`src/rtl/iss_pkg.sv`:
```
// Shared types and constants for the insertion sorter.
// Used by iss_cell and insertion_sorter_unit; depends on nothing else.
package iss_pkg;

  // Number of cells in the chain, i.e. capacity of one set
  localparam int unsigned Depth = 16;
  // Fill count runs 0..Depth
  localparam int unsigned CntW  = $clog2(Depth + 1);
  localparam int unsigned DataW = 32;

  typedef logic signed [DataW-1:0] data_t;
  typedef logic [CntW-1:0]         cnt_t;

  // Per-cycle command broadcast along the chain
  typedef struct packed {
    logic ins;    // insert the broadcast value
    logic shift;  // move every entry one cell towards the head
  } cell_ctrl_t;

  typedef enum logic {
    ST_FILL,
    ST_DRAIN
  } state_e;

endpackage

```
`src/rtl/insertion_sorter_unit.sv`:
```
// Top level of the insertion sorter: cell chain, fill counter, drain control.
// Depends on iss_pkg and iss_cell.
//
// Values enter one per cycle while in_stall_o is low and are placed in
// ascending order by a chain of iss_pkg::Depth cells, each comparing the
// incoming value with its own entry, so the cost of an insertion does not
// depend on the fill level. The item marked final_item is inserted too if
// the chain has room, then in_stall_o rises and the set is shifted out of
// the head cell, one result per cycle while out_stall_i is low, the last
// one flagged end_of_set. Results leave through the single output register.
// Values arriving at a full chain are dropped and every result of that set
// carries overflowed. No clearing pass is needed after reset.
module insertion_sorter_unit (
  input  logic           clk_i,
  input  logic           rst_ni,
  input  logic           in_valid_i,
  output logic           in_stall_o,
  input  iss_pkg::data_t value_i,
  input  logic           final_item_i,
  output logic           out_valid_o,
  input  logic           out_stall_i,
  output iss_pkg::data_t sorted_value_o,
  output logic           end_of_set_o,
  output logic           overflowed_o
);

  localparam int unsigned Depth = iss_pkg::Depth;

  iss_pkg::state_e     state_q, state_d;
  iss_pkg::cnt_t       count_q, count_d;
  logic                drop_q, drop_d;
  logic                out_valid_q;
  iss_pkg::data_t      out_value_q;
  logic                out_last_q, out_ovf_q;
  iss_pkg::cell_ctrl_t ctrl;
  logic                in_acc, load, full, count_one;

  iss_pkg::data_t      cell_value [Depth];
  logic [Depth-1:0]    cell_less;
  logic [Depth-1:0]    cell_occ;

  assign in_acc    = in_valid_i && !in_stall_o;
  assign full      = (count_q == iss_pkg::cnt_t'(Depth));
  assign count_one = (count_q == iss_pkg::cnt_t'(1));

  // Build the chain
  for (genvar i = 0; i < Depth; i++) begin : g_cell
    logic           l_occ, l_less;
    iss_pkg::data_t l_value, r_value;

    assign cell_occ[i] = (count_q > iss_pkg::cnt_t'(i));

    if (i == 0) begin : g_head
      assign l_occ   = 1'b1;
      assign l_less  = 1'b0;
      assign l_value = value_i;
    end else begin : g_body
      assign l_occ   = cell_occ[i-1];
      assign l_less  = cell_less[i-1];
      assign l_value = cell_value[i-1];
    end

    if (i == Depth - 1) begin : g_tail
      assign r_value = cell_value[i];
    end else begin : g_inner
      assign r_value = cell_value[i+1];
    end

    iss_cell u_cell (
      .clk_i        (clk_i),
      .ctrl_i       (ctrl),
      .new_value_i  (value_i),
      .occ_i        (cell_occ[i]),
      .left_occ_i   (l_occ),
      .left_less_i  (l_less),
      .left_value_i (l_value),
      .right_value_i(r_value),
      .less_o       (cell_less[i]),
      .value_o      (cell_value[i])
    );
  end

  // Next state
  always_comb begin
    state_d = state_q;
    case (state_q)
      iss_pkg::ST_FILL: begin
        if (in_acc && final_item_i) state_d = iss_pkg::ST_DRAIN;
      end
      iss_pkg::ST_DRAIN: begin
        if (load && count_one) state_d = iss_pkg::ST_FILL;
      end
      default: state_d = iss_pkg::ST_FILL;
    endcase
  end

  // Outputs of the control: handshake and chain command
  always_comb begin
    in_stall_o = 1'b1;
    load       = 1'b0;
    ctrl       = '0;
    case (state_q)
      iss_pkg::ST_FILL: begin
        in_stall_o = 1'b0;
        ctrl.ins   = in_acc && !full;
      end
      iss_pkg::ST_DRAIN: begin
        load       = !out_valid_q || !out_stall_i;
        ctrl.shift = load;
      end
      default: ;
    endcase
  end

  // Fill count and drop flag
  always_comb begin
    count_d = count_q;
    drop_d  = drop_q;
    if (ctrl.ins) count_d = count_q + iss_pkg::cnt_t'(1);
    if (in_acc && full) drop_d = 1'b1;
    if (load) begin
      count_d = count_q - iss_pkg::cnt_t'(1);
      if (count_one) drop_d = 1'b0;
    end
  end

  always_ff @(posedge clk_i or negedge rst_ni) begin
    if (!rst_ni) begin
      state_q     <= iss_pkg::ST_FILL;
      count_q     <= '0;
      drop_q      <= 1'b0;
      out_valid_q <= 1'b0;
    end else begin
      state_q <= state_d;
      count_q <= count_d;
      drop_q  <= drop_d;
      if (load) begin
        out_valid_q <= 1'b1;
      end else if (!out_stall_i) begin
        out_valid_q <= 1'b0;
      end
    end
  end

  // Output register: take the head entry of the chain
  always_ff @(posedge clk_i) begin
    if (load) begin
      out_value_q <= cell_value[0];
      out_last_q  <= count_one;
      out_ovf_q   <= drop_q;
    end
  end

  assign out_valid_o    = out_valid_q;
  assign sorted_value_o = out_value_q;
  assign end_of_set_o   = out_last_q;
  assign overflowed_o   = out_ovf_q;

`ifndef SYNTH
  // Fill count never passes capacity
  a_count_range: assert property (@(posedge clk_i) disable iff (!rst_ni)
    count_q <= iss_pkg::cnt_t'(Depth))
    else $error("fill count beyond capacity");

  // Draining always has an entry left to give out
  a_drain_nonempty: assert property (@(posedge clk_i) disable iff (!rst_ni)
    state_q == iss_pkg::ST_DRAIN |-> count_q != '0)
    else $error("drain with empty chain");

  // Insert and shift never share a cycle
  a_ctrl_excl: assert property (@(posedge clk_i) disable iff (!rst_ni)
    !(ctrl.ins && ctrl.shift))
    else $error("insert and shift together");

  // A load always presents a transaction on the next cycle
  a_load_valid: assert property (@(posedge clk_i) disable iff (!rst_ni)
    load |=> out_valid_q)
    else $error("loaded result not presented");

  // Chain is empty once the last result of a set is loaded
  a_last_empty: assert property (@(posedge clk_i) disable iff (!rst_ni)
    load && count_one |=> count_q == '0 && !drop_q)
    else $error("chain not emptied after set");
`endif

endmodule

```
`src/rtl/iss_cell.sv`:
```
// One cell of the sorting chain: holds one entry and compares it with the
// broadcast value. Depends on iss_pkg.
module iss_cell (
  input  logic                clk_i,
  input  iss_pkg::cell_ctrl_t ctrl_i,
  input  iss_pkg::data_t      new_value_i,
  input  logic                occ_i,        // this cell holds a live entry
  input  logic                left_occ_i,   // neighbour towards the head is live
  input  logic                left_less_i,  // neighbour towards the head moves up
  input  iss_pkg::data_t      left_value_i,
  input  iss_pkg::data_t      right_value_i,
  output logic                less_o,
  output iss_pkg::data_t      value_o
);

  iss_pkg::data_t value_q, value_d;

  // Strict compare keeps equal values in arrival order
  assign less_o  = occ_i && (new_value_i < value_q);
  assign value_o = value_q;

  // Make room for the new value, or take it, or drain towards the head
  always_comb begin
    value_d = value_q;
    if (ctrl_i.ins) begin
      if (less_o || (left_occ_i && !occ_i)) begin
        value_d = left_less_i ? left_value_i : new_value_i;
      end
    end else if (ctrl_i.shift) begin
      value_d = right_value_i;
    end
  end

  always_ff @(posedge clk_i) begin
    value_q <= value_d;
  end

endmodule

```
`config.mk`:
```
export PLATFORM = sky130hd
export DESIGN_NAME = insertion_sorter_unit
export DESIGN_NICKNAME = d
export VERILOG_FILES = /design/src/rtl/iss_pkg.sv /design/src/rtl/insertion_sorter_unit.sv /design/src/rtl/iss_cell.sv
export SDC_FILE = /design/constraint.sdc
export NUM_CORES = 2
export LEC_CHECK = 0
export ABC_AREA = 1
export BUFFER_PORTS_ARGS = -buffer_cell sky130_fd_sc_hd__buf_2
export CORE_ASPECT_RATIO = 1.1
export CORE_MARGIN = 2
export CORE_UTILIZATION = 60
export DETAILED_ROUTE_END_ITERATION = 7
export PLACE_DENSITY = 0.87
export SLEW_MARGIN = 25
export SYNTH_ARGS = -nofsm -noshare
export SYNTH_HDL_FRONTEND = slang
export SYNTH_SLANG_ARGS = --single-unit
```
`constraint.sdc`:
```
create_clock -name clk_i -period 8.1 [get_ports clk_i]
set_input_delay 0.81 -clock clk_i [delete_from_list [all_inputs] [get_ports clk_i]]
set_output_delay 0.81 -clock clk_i [all_outputs]
set_load 0.03 [all_outputs]
```
==> flow_summary_export.csv <==
group,metric,value,unit
outcome,status,"complete, no violations",
synth,ys_types,37,
pwr,total_power,0.0205,W
sta,hold_ws,0.364,ns
grt,grt_max_degree,243,
critical_path,worst_r2r_path_depth,11,
synth,synth_edf_count,546,
clocking,insertion_delay,0.66,ns
grt,grt_pass1_vias,38300,
cells_and_area,stdcell_count,6451,
critical_path,cp_max_fo,205,
routing,dr.pass1.iters,8,
routing,ant_nets,0,
synth,synth-main-ff-cell,"edfxtp_1",
critical_path,slowest_delay,0.83,ns
pwr,power.density,448,nW/um^2
clocking,numCtsBuffers,60,
run,cap_violations,0,
synth,ys_seq_area_share,39.0,%
cells_and_area,fin_nets,6005,
routing,drcViolationCount,0,
cells_and_area,final_util,65.1,%
critical_path,rrSetupSlack,3.47,ns
clocking,clk_pin_slew,0.06,ns
critical_path,crit_start,"count_q[0]",
sta,tns,0,ns
clocking,ctsHtreeMaxLevel,2,
critical_path,crit_buf_inv,6,
synth,syn_inst,5570,
cells_and_area,fillCellCount,5555,
critical_path,r2r_start,"count_q[0]",
critical_path,crit_path_start_kind,"register",
pwr,peakVddDrop,0.000324,V
critical_path,path_class,"register to register",
sta,setup_viol,0,
die,die_h,283,microns
critical_path,reg2reg_to,"g_cell[12].u_cell.value_o[1]",
clocking,cts-root-buf,"clkbuf_16",
sta,fin_skew,0.0298,ns
critical_path,crit_family,"buffers and inverters",
die,die_area,73100,sq um
critical_path,worstPathArrival,4.97,ns
sta,min_period,4.63,ns
critical_path,cp_slowest_cell,"buf_4",
placement,dp_hpwl,84400,microns
grt,antenna_found_initial,1,
clocking,clock_sinks,554,
cells_and_area,drive_above_1_share,5.19,%
synth,ys_async_sr_fraction,1.44,%
die,dieWidth,258,microns
pwr,p_leak,23.0,nW
grt,overflow,0,
sta,rsz0062_at_grt,"no",
routing,routed_wl,118000,microns
sta,slew_viol_final,0,
placement,gp_congestion,0.933,
routing,wl_per_cell,18.2,microns
synth,synth_top_cell_by_area,"edfxtp_1",
synth,yosys_warnings,0,
routing,drt_iter0_drc,4311,
critical_path,worstSetupEndpoint,"g_cell[12].u_cell.value_o[1]",
die,ios,73,
synth,syn_nets,6108,
synth,synth_top_area_share,38.5,%
routing,vias,39100,
die,initial_utilization,60.5,%
synth,syn_area_per_cell,7.64,sq um
synth,yosys_register_bits,554,
die,row_count,102,
critical_path,path_cells,"inv_1 -> ha_1 -> nand2_1 -> inv_2 -> nand2_1 -> nand2_4 -> inv_8 -> buf_4 -> buf_12 -> a31oi_4 -> buf_4",
sta,fmax,216,MHz
synth,synth_common_cells,"1887 x nand2_1, 692 x inv_1, 554 x nand3_1, 546 x edfxtp_1, 501 x ha_1",
grt,grt_pass1_wl,189000,microns
min_path,hold_path.class,"primary input to register",
clocking,cts_tree,"done",
synth,post-synth-top-count-cell,"nand2_1",
clocking,cts.repair.resized,0,
synth,syn-cell-area,42500,sq um
critical_path,crit_cells,11,
routing,vias_per_cell,6.06,
sta,slew_headroom,28.2,%
placement,io_buffers,72,
sta,worst_slew_pin_slew,1.07,ns
critical_path,cp-end-kind,"register",
grt,grt.total_usage,31.0,%
placement,dpl.cell_count,6330,
sta,post-route-period-util,57.1,%
clocking,cts_max_path_buffers,3,
cells_and_area,syn_to_final_growth,7.55,%
critical_path,crit_required,8.44,ns
synth,ys_top_cells_by_area,"edfxtp_1 39%, nand2_1 17%, ha_1 15%, nand3_1 6.5%, nand4_1 6.5%",
sta,hold_viol_final,0,
die,core,70300,sq um
cells_and_area,n_antenna_cell,0,
clocking,post_cts.repair.setup_buffers,0,
[layout by cell type, fill, tap and decap left out, types with 3 or more instances in the layout]
cell,Yosys,layout
nand3b_1,9,9
dfrtp_1,8,8
nand4_1,443,443
nand3_1,554,552
ha_1,501,501
inv_1,692,692
edfxtp_1,546,546
a211oi_1,3,3
a31oi_1,8,5
clkbuf_1,161,9
a21oi_4,0,11
clkinv_2,0,13
inv_2,15,14
clkinvlp_4,0,3
o21a_1,3,3
xor2_1,3,3
buf_2,114,72
a21oi_1,255,244
o21ai_0,131,131
nor3_1,33,33
nor2_1,128,128
o211ai_1,4,4
a31oi_4,0,3
buf_16,0,12
clkinv_1,3,18
clkbuf_16,0,62
nand2_1,1887,1886
bufinv_16,0,7
buf_4,2,64
nand3_2,6,8
[report_power, final]
part	total [W]	internal (W)	switching [W]
clock	0.00283	0.00161	0.00122
sequential	0.00621	0.00545	0.000758
combinational	0.0114	0.00358	0.00786
[per-stage QoR]
stage	cell area (sq um)	worst slack (ns)
after global routing	45800	3.24
after CTS	45500	3.60
final	45800	3.47
after global placement	43500	3.28
after floorplan	42500	3.86
after detailed placement	43500	3.23
[cells by family after synthesis]
| logic type | share of synthesized area, % |
|---|---|
| DFF | 39.0 |
| AOI/OAI and AO/OA | 5.07 |
| xor gates and xnor gates | 0.0618 |
| adders and majority gates | 14.7 |
| and+or+nand+nor | 31.7 |
| buffers and inverters | 9.42 |
[how the worst min path moves through the flow]
stage,depth (start not counted),slack [ns],end,start
2_1_floorplan,0,0.43,overflowed_o,drop_q
3_3_place_gp,0,0.43,sorted_value_o[23],g_cell[0].u_cell.value_o[23]
3_5_place_dp,0,0.44,sorted_value_o[16],g_cell[0].u_cell.value_o[16]
4_1_cts,3,0.34,out_valid_o,out_stall_i
5_1_grt,3,0.39,out_valid_o,out_stall_i
6_report,3,0.36,out_valid_o,out_stall_i
[worst register-to-register path, delay by kind of cell (launching register included)]
kind / cells / cell delay (ns)
AOI/OAI and AO/OA: 1 / 0.37
DFF: 1 / 0.44
and+or+nand+nor: 3 / 0.62
buffers and inverters: 6 / 2.59
adders and majority gates: 1 / 0.24
[layout make-up]
cell class	count	area [sq um]	share of cell area (%)
Clock inverter	39	370	0.809
Sequential cell	554	16600	36.3
Timing Repair Buffer	151	1220	2.67
Tap cell	936	1170	2.56
Multi-Input combinational cell	3990	22100	48.4
Clock buffer	71	1590	3.46
Inverter	710	2670	5.84
[sequential cells by signal, indices dropped and copies added, names as in the netlist]
signal and count:
count_q 5, drop_q 1, end_of_set_o 1, g_cell.u_cell.value_o 512, out_valid_o 1, overflowed_o 1, sorted_value_o 32, state_q 1
[timing repair]
item,CTS,global route
hold endpoints to repair,8,0
hold buffers,1,0
setup endpoints to repair,0,0
[layer usage]
layer | routed length [microns] | global-route usage (%) | vias up | part of all wire (%)
met5 | 7 | 0 | - | 0.0060
met4 | 4950 | 14.3 | 2 | 4.2
met3 | 10500 | 4.14 | 385 | 9.0
met2 | 57400 | 54.0 | 2204 | 49
met1 | 44800 | 38.2 | 17900 | 38
li1 | - | - | 18600 | -
Power figures use the tool's default switching activity.
